--- src/rtl/core/wcsk_pkg.sv ---
package wcsk_pkg;

  // Operation codes carried in the input selector.
  localparam logic [2:0] FUNC_RESET  = 3'd0;
  localparam logic [2:0] FUNC_ANCHOR = 3'd1;
  localparam logic [2:0] FUNC_TICK   = 3'd2;
  localparam logic [2:0] FUNC_QUERY  = 3'd3;
  localparam logic [2:0] FUNC_RESYNC = 3'd4;

  // Resync status codes.
  localparam logic [1:0] STATUS_OK      = 2'd0;
  localparam logic [1:0] STATUS_STOPPED = 2'd1;
  localparam logic [1:0] STATUS_DRIFT   = 2'd2;

  // Configuration register indexes.
  localparam logic CFG_DRIFT_LIMIT = 1'b0;
  localparam logic CFG_STOPPED_THR = 1'b1;

  // Microseconds per second, and the accumulator wrap point of 2^32 seconds.
  localparam logic [19:0] US_PER_S = 20'd1000000;
  localparam logic [52:0] US_WRAP  = {1'b0, US_PER_S, 32'd0};

  // Reciprocal of 15 scaled by 2^34; exact for a 30-bit dividend.
  localparam logic [30:0] RECIP_15    = 31'd1145324613;
  localparam int          RECIP_SHIFT = 34;

  // Seconds are the accumulator shifted right by six and divided by 15625.
  // The top 32 bits times this reciprocal, scaled by 2^45, give an estimate
  // that is at most three short; a remainder check supplies the rest.
  localparam logic [13:0] US_PER_S_ODD = 14'd15625;
  localparam logic [31:0] RECIP_15625  = 32'd2251799813;

  // What a pipeline word has to report once it reaches the output.
  typedef enum logic [1:0] {
    KIND_NONE,
    KIND_QUERY,
    KIND_RESYNC
  } kind_t;

  // Word leaving the state-update stage.
  typedef struct packed {
    logic        valid;
    kind_t       kind;
    logic        stopped;
    logic [51:0] acc;
    logic [31:0] base;
    logic [31:0] src;
  } exec_t;

  // Word moving through the seconds divider.
  typedef struct packed {
    logic        valid;
    kind_t       kind;
    logic        stopped;
    logic [31:0] base;
    logic [31:0] src;
    logic [31:0] quo;
  } divw_t;

  // One result item.
  typedef struct packed {
    logic               time_ok;
    logic [31:0]        epoch;
    logic [26:0]        minute;
    logic [1:0]         status;
    logic signed [31:0] drift;
  } res_t;

endpackage

--- src/rtl/core/wcsk_exec.sv ---
module wcsk_exec
  import wcsk_pkg::*;
(
  input  logic        clk,
  input  logic        rst_n,
  input  logic        en,
  input  logic        in_valid,
  input  logic [2:0]  in_func,
  input  logic [31:0] in_now,
  input  logic        in_src_valid,
  input  logic [31:0] in_src,
  input  logic [35:0] thr_us,
  output exec_t       p_o
);

  // Clock state. The elapsed time since the anchor is one microsecond
  // accumulator kept modulo 2^32 seconds, so no division sits in this loop.
  logic        valid_r, valid_nxt;
  logic [31:0] base_r, base_nxt;
  logic [31:0] last_r, last_nxt;
  logic [51:0] acc_r, acc_nxt;
  exec_t       p_r, p_nxt;

  logic [31:0] delta;
  logic [52:0] sum;
  logic [52:0] sum_wrap;
  logic [51:0] acc_adv;
  logic        stopped;

  // Advance the accumulator by the wrapped counter delta.
  always_comb begin
    delta    = in_now - last_r;
    sum      = {1'b0, acc_r} + {21'd0, delta};
    sum_wrap = sum - US_WRAP;
    acc_adv  = (sum >= US_WRAP) ? sum_wrap[51:0] : sum[51:0];
    stopped  = (in_src == base_r) && (acc_adv >= {16'd0, thr_us});
  end

  // Apply the operation to the state and build the outgoing word.
  always_comb begin
    valid_nxt   = valid_r;
    base_nxt    = base_r;
    last_nxt    = last_r;
    acc_nxt     = acc_r;
    p_nxt.valid   = in_valid;
    p_nxt.kind    = KIND_NONE;
    p_nxt.stopped = stopped;
    p_nxt.acc     = acc_adv;
    p_nxt.base    = base_r;
    p_nxt.src     = in_src;
    if (in_valid) begin
      case (in_func)
        FUNC_RESET: begin
          valid_nxt = 1'b0;
          base_nxt  = '0;
          last_nxt  = '0;
          acc_nxt   = '0;
        end
        FUNC_ANCHOR: begin
          valid_nxt = in_src_valid;
          base_nxt  = in_src_valid ? in_src : '0;
          last_nxt  = in_src_valid ? in_now : '0;
          acc_nxt   = '0;
        end
        FUNC_TICK: begin
          if (valid_r) begin
            last_nxt = in_now;
            acc_nxt  = acc_adv;
          end
        end
        FUNC_QUERY: begin
          if (valid_r) begin
            p_nxt.kind = KIND_QUERY;
          end
        end
        FUNC_RESYNC: begin
          if (valid_r && in_src_valid) begin
            p_nxt.kind = KIND_RESYNC;
          end
          if (!in_src_valid || (valid_r && stopped)) begin
            valid_nxt = 1'b0;
            base_nxt  = '0;
            last_nxt  = '0;
            acc_nxt   = '0;
          end else begin
            valid_nxt = 1'b1;
            base_nxt  = in_src;
            last_nxt  = in_now;
            acc_nxt   = '0;
          end
        end
        default: begin
        end
      endcase
    end
  end

  always_ff @(posedge clk) begin
    if (!rst_n) begin
      valid_r   <= 1'b0;
      base_r    <= '0;
      last_r    <= '0;
      acc_r     <= '0;
      p_r.valid <= 1'b0;
    end else if (en) begin
      valid_r <= valid_nxt;
      base_r  <= base_nxt;
      last_r  <= last_nxt;
      acc_r   <= acc_nxt;
      p_r     <= p_nxt;
    end
  end

  assign p_o = p_r;

endmodule

--- src/rtl/core/wcsk_div.sv ---
module wcsk_div
  import wcsk_pkg::*;
(
  input  logic  clk,
  input  logic  rst_n,
  input  logic  en,
  input  exec_t p_i,
  output divw_t d_o
);

  // Stage 1: reciprocal product of the upper accumulator bits.
  divw_t       s1_r, s1_nxt;
  logic [45:0] s1_x_r;
  logic [63:0] s1_prod_r;

  // Stage 2: quotient estimate and the leftover of the shifted accumulator.
  divw_t       s2_r, s2_nxt;
  logic [15:0] s2_rem_r;

  // Stage 3: corrected quotient.
  divw_t       s3_r, s3_nxt;

  logic [31:0] q_est;
  logic [45:0] q_back;
  logic [45:0] rem_full;
  logic [1:0]  corr;

  // Carry the side fields into the first stage.
  always_comb begin
    s1_nxt.valid   = p_i.valid;
    s1_nxt.kind    = p_i.kind;
    s1_nxt.stopped = p_i.stopped;
    s1_nxt.base    = p_i.base;
    s1_nxt.src     = p_i.src;
    s1_nxt.quo     = '0;
  end

  // The estimate never exceeds the true quotient, so the leftover is below
  // four times the divisor and fits in 16 bits.
  always_comb begin
    q_est      = s1_prod_r[62:31];
    q_back     = 46'(q_est) * 46'(US_PER_S_ODD);
    rem_full   = s1_x_r - q_back;
    s2_nxt     = s1_r;
    s2_nxt.quo = q_est;
  end

  // Add the whole divisors still held in the leftover.
  always_comb begin
    if (s2_rem_r >= 16'(3 * US_PER_S_ODD)) begin
      corr = 2'd3;
    end else if (s2_rem_r >= 16'(2 * US_PER_S_ODD)) begin
      corr = 2'd2;
    end else if (s2_rem_r >= 16'(US_PER_S_ODD)) begin
      corr = 2'd1;
    end else begin
      corr = 2'd0;
    end
    s3_nxt     = s2_r;
    s3_nxt.quo = s2_r.quo + {30'd0, corr};
  end

  always_ff @(posedge clk) begin
    if (!rst_n) begin
      s1_r.valid <= 1'b0;
      s2_r.valid <= 1'b0;
      s3_r.valid <= 1'b0;
    end else if (en) begin
      s1_r <= s1_nxt;
      s2_r <= s2_nxt;
      s3_r <= s3_nxt;
    end
  end

  always_ff @(posedge clk) begin
    if (en) begin
      s1_x_r    <= p_i.acc[51:6];
      s1_prod_r <= 64'(p_i.acc[51:20]) * 64'(RECIP_15625);
      s2_rem_r  <= rem_full[15:0];
    end
  end

  assign d_o = s3_r;

endmodule

--- src/rtl/core/wcsk_post.sv ---
module wcsk_post
  import wcsk_pkg::*;
(
  input  logic        clk,
  input  logic        rst_n,
  input  logic        en,
  input  divw_t       d_i,
  input  logic [15:0] drift_limit,
  output logic        res_valid_o,
  output res_t        res_o
);

  // Stage a: believed epoch.
  logic        a_valid_r;
  kind_t       a_kind_r;
  logic        a_stop_r;
  logic [31:0] a_src_r;
  logic [31:0] a_epoch_r;

  // Stage b: minute product and drift check.
  logic        b_valid_r;
  kind_t       b_kind_r;
  logic        b_stop_r;
  logic [31:0] b_epoch_r;
  logic [60:0] b_prod_r;
  logic [31:0] b_diff_r;
  logic        b_over_r;

  // Stage c: formatted result.
  logic        res_valid_r;
  res_t        res_r;
  res_t        res_nxt;

  logic [31:0] diff;
  logic [32:0] diff_ext;
  logic [32:0] lim_pos;
  logic [32:0] lim_neg;
  logic        over;

  // Drift exceeds the limit in either direction.
  always_comb begin
    diff     = a_src_r - a_epoch_r;
    diff_ext = {diff[31], diff};
    lim_pos  = {17'd0, drift_limit};
    lim_neg  = 33'd0 - lim_pos;
    over     = ($signed(diff_ext) > $signed(lim_pos)) ||
               ($signed(diff_ext) < $signed(lim_neg));
  end

  // Result fields by kind; anything else reports zeros.
  always_comb begin
    res_nxt = '0;
    case (b_kind_r)
      KIND_QUERY: begin
        res_nxt.time_ok = 1'b1;
        res_nxt.epoch   = b_epoch_r;
        res_nxt.minute  = b_prod_r[60:RECIP_SHIFT];
      end
      KIND_RESYNC: begin
        res_nxt.drift = $signed(b_diff_r);
        if (b_stop_r) begin
          res_nxt.status = STATUS_STOPPED;
        end else if (b_over_r) begin
          res_nxt.status = STATUS_DRIFT;
        end else begin
          res_nxt.status = STATUS_OK;
        end
      end
      default: begin
      end
    endcase
  end

  always_ff @(posedge clk) begin
    if (!rst_n) begin
      a_valid_r   <= 1'b0;
      b_valid_r   <= 1'b0;
      res_valid_r <= 1'b0;
    end else if (en) begin
      a_valid_r   <= d_i.valid;
      b_valid_r   <= a_valid_r;
      res_valid_r <= b_valid_r;
    end
  end

  always_ff @(posedge clk) begin
    if (en) begin
      a_kind_r  <= d_i.kind;
      a_stop_r  <= d_i.stopped;
      a_src_r   <= d_i.src;
      a_epoch_r <= d_i.base + d_i.quo;
      b_kind_r  <= a_kind_r;
      b_stop_r  <= a_stop_r;
      b_epoch_r <= a_epoch_r;
      b_prod_r  <= 61'(a_epoch_r[31:2]) * 61'(RECIP_15);
      b_diff_r  <= diff;
      b_over_r  <= over;
      res_r     <= res_nxt;
    end
  end

  assign res_valid_o = res_valid_r;
  assign res_o       = res_r;

endmodule

--- src/rtl/core/wall_clock_seconds_keeper.sv ---
// Wall-clock seconds keeper. Each transfer on the input carries an operation
// (reset, anchor, tick, query, resync) with a sample of a free-running 32-bit
// microsecond counter and an epoch value; each one yields exactly one result
// transfer, in order. The block takes one item per cycle while the skid entry
// is free. A result passes through one input register, one state-update
// stage, three stages that turn the elapsed microseconds into seconds with a
// reciprocal multiply and a remainder check, three stages that add the
// anchor epoch, form the minute and check drift, and the output register. A
// one-entry skid buffer behind the output register holds a result that finds
// the output register full, and closes the input while it is held. The threshold
// register is stored as microseconds and applies from the cycle after a write.
module wall_clock_seconds_keeper
  import wcsk_pkg::*;
(
  input  logic        clk,
  input  logic        rst_n,
  // Configuration writes.
  input  logic        cfg_wr_en,
  input  logic        cfg_index,
  input  logic [15:0] cfg_wdata,
  // Input stream.
  input  logic        in_tvalid,
  output logic        in_tready,
  input  logic [71:0] in_tdata,   // now_us, source_valid, source_epoch
  input  logic [2:0]  in_tuser,   // func
  // Result stream.
  output logic        out_tvalid,
  input  logic        out_tready,
  output logic [95:0] out_tdata,  // epoch_out, minute_out, resync_status, drift_seconds
  output logic        out_tuser   // time_ok
);

  logic        en;

  // Configuration registers.
  logic [15:0] drift_limit_r;
  logic [35:0] thr_us_r;

  // Input register.
  logic        s0_valid_r;
  logic [2:0]  s0_func_r;
  logic [31:0] s0_now_r;
  logic        s0_src_valid_r;
  logic [31:0] s0_src_r;

  exec_t       p_w;
  divw_t       d_w;
  logic        res_valid;
  res_t        res;

  // Output register and skid entry.
  logic        out_valid_r, out_valid_nxt;
  res_t        out_r, out_nxt;
  logic        skid_valid_r, skid_valid_nxt;
  res_t        skid_r, skid_nxt;
  logic        take;
  logic        out_free;

  // The pipeline moves whenever the skid entry is free.
  assign en        = !skid_valid_r;
  assign in_tready = en;

  always_ff @(posedge clk) begin
    if (!rst_n) begin
      drift_limit_r <= 16'd2;
      thr_us_r      <= 36'd5000000;
    end else if (cfg_wr_en) begin
      case (cfg_index)
        CFG_DRIFT_LIMIT: drift_limit_r <= cfg_wdata;
        CFG_STOPPED_THR: thr_us_r      <= 36'(cfg_wdata) * 36'(US_PER_S);
        default: begin
        end
      endcase
    end
  end

  // Capture an input transfer, or a bubble when none is offered.
  always_ff @(posedge clk) begin
    if (!rst_n) begin
      s0_valid_r <= 1'b0;
    end else if (en) begin
      s0_valid_r <= in_tvalid;
    end
  end

  always_ff @(posedge clk) begin
    if (en) begin
      s0_func_r      <= in_tuser;
      s0_now_r       <= in_tdata[31:0];
      s0_src_valid_r <= in_tdata[32];
      s0_src_r       <= in_tdata[64:33];
    end
  end

  wcsk_exec u_exec (
    .clk          (clk),
    .rst_n        (rst_n),
    .en           (en),
    .in_valid     (s0_valid_r),
    .in_func      (s0_func_r),
    .in_now       (s0_now_r),
    .in_src_valid (s0_src_valid_r),
    .in_src       (s0_src_r),
    .thr_us       (thr_us_r),
    .p_o          (p_w)
  );

  wcsk_div u_div (
    .clk   (clk),
    .rst_n (rst_n),
    .en    (en),
    .p_i   (p_w),
    .d_o   (d_w)
  );

  wcsk_post u_post (
    .clk         (clk),
    .rst_n       (rst_n),
    .en          (en),
    .d_i         (d_w),
    .drift_limit (drift_limit_r),
    .res_valid_o (res_valid),
    .res_o       (res)
  );

  // Route a finished result to the output register or the skid entry.
  always_comb begin
    take           = out_valid_r && out_tready;
    out_free       = !out_valid_r || take;
    out_valid_nxt  = out_valid_r;
    out_nxt        = out_r;
    skid_valid_nxt = skid_valid_r;
    skid_nxt       = skid_r;
    if (en && res_valid) begin
      if (out_free) begin
        out_valid_nxt = 1'b1;
        out_nxt       = res;
      end else begin
        skid_valid_nxt = 1'b1;
        skid_nxt       = res;
      end
    end else if (skid_valid_r && out_free) begin
      out_valid_nxt  = 1'b1;
      out_nxt        = skid_r;
      skid_valid_nxt = 1'b0;
    end else if (take) begin
      out_valid_nxt = 1'b0;
    end
  end

  always_ff @(posedge clk) begin
    if (!rst_n) begin
      out_valid_r  <= 1'b0;
      skid_valid_r <= 1'b0;
    end else begin
      out_valid_r  <= out_valid_nxt;
      skid_valid_r <= skid_valid_nxt;
    end
  end

  always_ff @(posedge clk) begin
    out_r  <= out_nxt;
    skid_r <= skid_nxt;
  end

  assign out_tvalid = out_valid_r;
  assign out_tuser  = out_r.time_ok;
  assign out_tdata  = {3'd0, out_r.drift, out_r.status, out_r.minute, out_r.epoch};

endmodule

--- config.mk ---
export PLATFORM = sky130hd
export DESIGN_NAME = wall_clock_seconds_keeper
export DESIGN_NICKNAME = d
export VERILOG_FILES = /design/src/rtl/core/wcsk_pkg.sv /design/src/rtl/core/wcsk_exec.sv /design/src/rtl/core/wcsk_div.sv /design/src/rtl/core/wcsk_post.sv /design/src/rtl/core/wall_clock_seconds_keeper.sv
export SDC_FILE = /design/constraint.sdc
export NUM_CORES = 2
export LEC_CHECK = 0
export BUFFER_PORTS_ARGS = -buffer_cell sky130_fd_sc_hd__buf_2
export CAP_MARGIN = 30
export CORE_MARGIN = 5
export CORE_UTILIZATION = 25
export DETAILED_ROUTE_END_ITERATION = 8
export SLEW_MARGIN = 15
export SYNTH_ARGS = -nofsm -noshare
export SYNTH_HDL_FRONTEND = slang
export SYNTH_SLANG_ARGS = --single-unit
--- constraint.sdc ---
create_clock -name clk -period 50.7 [get_ports clk]
set_clock_uncertainty 0.15 [all_clocks]
set_input_delay 5.07 -clock clk [delete_from_list [all_inputs] [get_ports clk]]
set_output_delay 5.07 -clock clk [all_outputs]
set_load 0.01 [all_outputs]
==> qor.csv <==
stage;metric;value;unit
run_status;status;complete, no violations;
clock_network;clk buf depth;3;
sta;RSZ-0062 raised after global routing;false;
routing;via density per instance;4.282;
clock_network;CTS tree;built;
critical_path;Critical path origin;s0_now_r[0]$_DFFE_PN_;
critical_path;WP buf/inv;2;
place;DP Wirelength;141100;um
logic_synthesis;yosys warns;0;
logic_synthesis;Syn Inst Count;6306;
routing;number of detailed-route iterations in the first pass;6;
critical_path;CP Capture Type;flop;
critical_path;Crit-path slowest cell;a41o_2;
clock_network;H-tree levels;3;
hold_path;Hold Startpoint;u_post.a_kind_r[1]$_DFFE_PN_;
critical_path;CP delay by family, top;compound AO/OA/AOI/OAI gates;
clock_network;TritonCTS Buffers;109;
sta;minimum clock period;13290;ps
logic_synthesis;Distinct cells, synth;84;
sta;Rel. slew slack;27.66;%
clock_network;clk_lat worst skew;750;ps
clock_network;postcts setup bufs;0;
sta;Slew @ Worst Pin;1085;ps
sta;Final Max Tran Viols;0;
finish;register area;32110;um2
die;Die W;563.4;um
logic_synthesis;Seq/Total Area, Yosys;41.94;%
critical_path;Critical Path Fanout Max;34;
die;Starting Density;25.08;%
critical_path;CP arrival;13690;ps
global_routing;Tot GR Track Use;11.06;%
routing;DR vias;45964;
global_routing;vias in the first global route;48065;
finish;layout net count;8250;
finish;share of layout cells above drive strength 1;8.328;%
clock_network;CTS hold repair buffers;0;
clock_network;CTS Root Cell;clkbuf_16;
critical_path;Crit Path Class;reg -> reg;
global_routing;first-pass GRT wire length;277500;um
sta;Fmax;75.25;MHz
die;Die Y;563.4;um
routing;ANT nets after route;0;
routing;Initial DRC Count;2921;
die;Die ar.;317400;um2
global_routing;largest net degree at the start of global routing;195;
clock_network;Gates resized, CTS repair;0;
die;Rows;203;
routing;final wirelength;176800;um
job;MaxCap Viol Count;0;
critical_path;CP peak stage delay;730;ps
sta;setup TNS;0;ps
finish;footprint of the multi-input gates;39990;um2
die;Ports;196;
finish;synthesis-to-finish area growth;12.79;%
logic_synthesis;Cell Area, Synth;76560;um2
global_routing;total congestion overflow;0;
routing;Avg WL per Cell;16.47;um
critical_path;Req. time, crit path;51100;ps
routing;# DRC;0;
global_routing;initial antenna violation count;10;
sta;Final Hold Fails;0;
finish;filler instances;31291;
place;GPL Wtd Cong;0.9124;
die;core area;305300;um2
place;port buffer count;185;
critical_path;reg2reg start;s0_now_r[0]$_DFFE_PN_;
logic_synthesis;fraction of registers with async set/reset;0;%
logic_synthesis;Post-synth EDFFs;954;
critical_path;CP Launch Type;flop;
hold_path;class of the worst hold path;reg -> reg;
logic_synthesis;Main synth FF type;edfxtp_1;
clock_network;Reg clk slew, reported paths;70;ps
sta;final period utilization;26.21;%
logic_synthesis;FF+latch count, synth;1127;
clock_network;total clock sinks;1127;
logic_synthesis;post-synthesis area per instance;12.14;um2
sta;# setup viols final;0;
[layout by cell type, fill, tap and decap left out, drive strengths merged, types with 47 or more instances in the layout]
master	instances
a21boi	48
a21o	51
a21oi	180
a22oi	47
and2	142
buf	243
clkbuf	139
dfxtp	173
edfxtp	954
fa	604
ha	1015
inv	1075
mux2	94
nand2	243
nand3	202
nand4	47
nor2	194
nor2b	110
nor3	68
o21a	47
o21ai	172
xnor2	185
xor2	112
[through the flow]
| step | cells | area, um2 | utilization (%) | hold WS (ps) | setup WS, ps |
|---|---|---|---|---|---|
| finish | 10733 | 86350 | 28.29 | 222.7 | 37410 |
| global route | 10730 | 86350 | 28.28 | 239.1 | 36540 |
| CTS | 10727 | 86310 | 28.27 | 230.2 | 37410 |
| detailed placement | 10522 | 82650 | 27.07 | 254.5 | 37510 |
| global placement | 10518 | 82600 | 27.06 | 250.4 | 37330 |
| floorplan | 6308 | 76570 | - | 250.3 | 27130 |
[worst reg2reg max path: cells and delay by family, from the launching register on]
kind            cells  cell delay (ps)
compound gates     17             5480
simple gates       17             4380
fa+ha+maj           4             1190
xor+xnor            3              790
buf+inv             2              720
flops               1              420
[per-layer routing]
layer	up-vias	share of wire, %	GRT usage, %
li1	22173	-	-
met1	22640	46	15.16
met2	900	46	18.23
met3	251	4.7	1.660
met4	0	2.7	2.946
met5	-	0	0
[state kept, by name, indices dropped and copies added, names as in the netlist, 34 cells and up]
name,count
skid_r,94
u_exec.p_o,114
u_exec.acc_r,52
u_div.s1_prod_r,34
u_div.s1_r,68
u_div.d_o,100
out_tdata,93
u_div.s2_r,100
u_post.res_o,94
[final cells by class]
type | count | area share [%]
inverters | 1067 | 4.647
clock buffers | 139 | 3.372
flip-flops and latches | 1127 | 37.19
multi-input cells | 3986 | 46.31
repair buffers | 243 | 1.653
clock inverters | 66 | 0.8737
well taps | 4100 | 5.941
diodes | 5 | 0.01449
[worst paths after layout]
| path | to | slack [ps] | cells past startpoint |
|---|---|---|---|
| max | u_exec.last_r[28]$_SDFFE_PN0P_ | 37410 | 43 |
| min | u_post.b_kind_r[1]$_DFFE_PN_ | 220 | 0 |
| min reg2reg | u_post.b_kind_r[1]$_DFFE_PN_ | 220 | 0 |
| max reg2reg | u_exec.last_r[28]$_SDFFE_PN0P_ | 37410 | 43 |
[cell families (layout without fill, tap and decap cells)]
logic type | Yosys count | in the layout | synth area share [%]
multiplexers | 104 | 104 | 1.513
XOR/XNOR | 297 | 297 | 3.397
other | 1 | 8 | 0.004898
adder cells (fa/ha/maj) | 1619 | 1619 | 32.38
flip-flops | 1127 | 1127 | 41.94
AND/OR/NAND/NOR | 1191 | 1191 | 7.986
AO/OA/AOI/OAI | 772 | 772 | 6.839
buffers and inverters | 1195 | 1515 | 5.940
[synth_stat cells, types with 36 or more instances]
cell type / count / share of area [%]
a21boi_0: 45 / 0.44
a21o_1: 51 / 0.50
a21oi_1: 179 / 1.2
a22oi_1: 47 / 0.46
and2_1: 141 / 1.2
and3_1: 39 / 0.32
clkbuf_1: 112 / 0.55
dfxtp_1: 173 / 4.5
edfxtp_1: 954 / 37
fa_1: 604 / 16
ha_1: 1015 / 17
inv_1: 1067 / 5.2
mux2_2: 94 / 1.4
nand2_1: 243 / 1.2
nand2b_1: 36 / 0.29
nand3_1: 202 / 1.3
nand4_1: 47 / 0.38
nor2_1: 194 / 0.95
nor2b_1: 110 / 0.90
nor3_1: 68 / 0.44
o21a_1: 47 / 0.46
o21ai_0: 140 / 0.92
xnor2_1: 185 / 2.1
xor2_1: 112 / 1.3
Power is left out: the tool's default activity adds up to more than one toggle a clock period on the data nets, which glitch-free logic cannot reach.
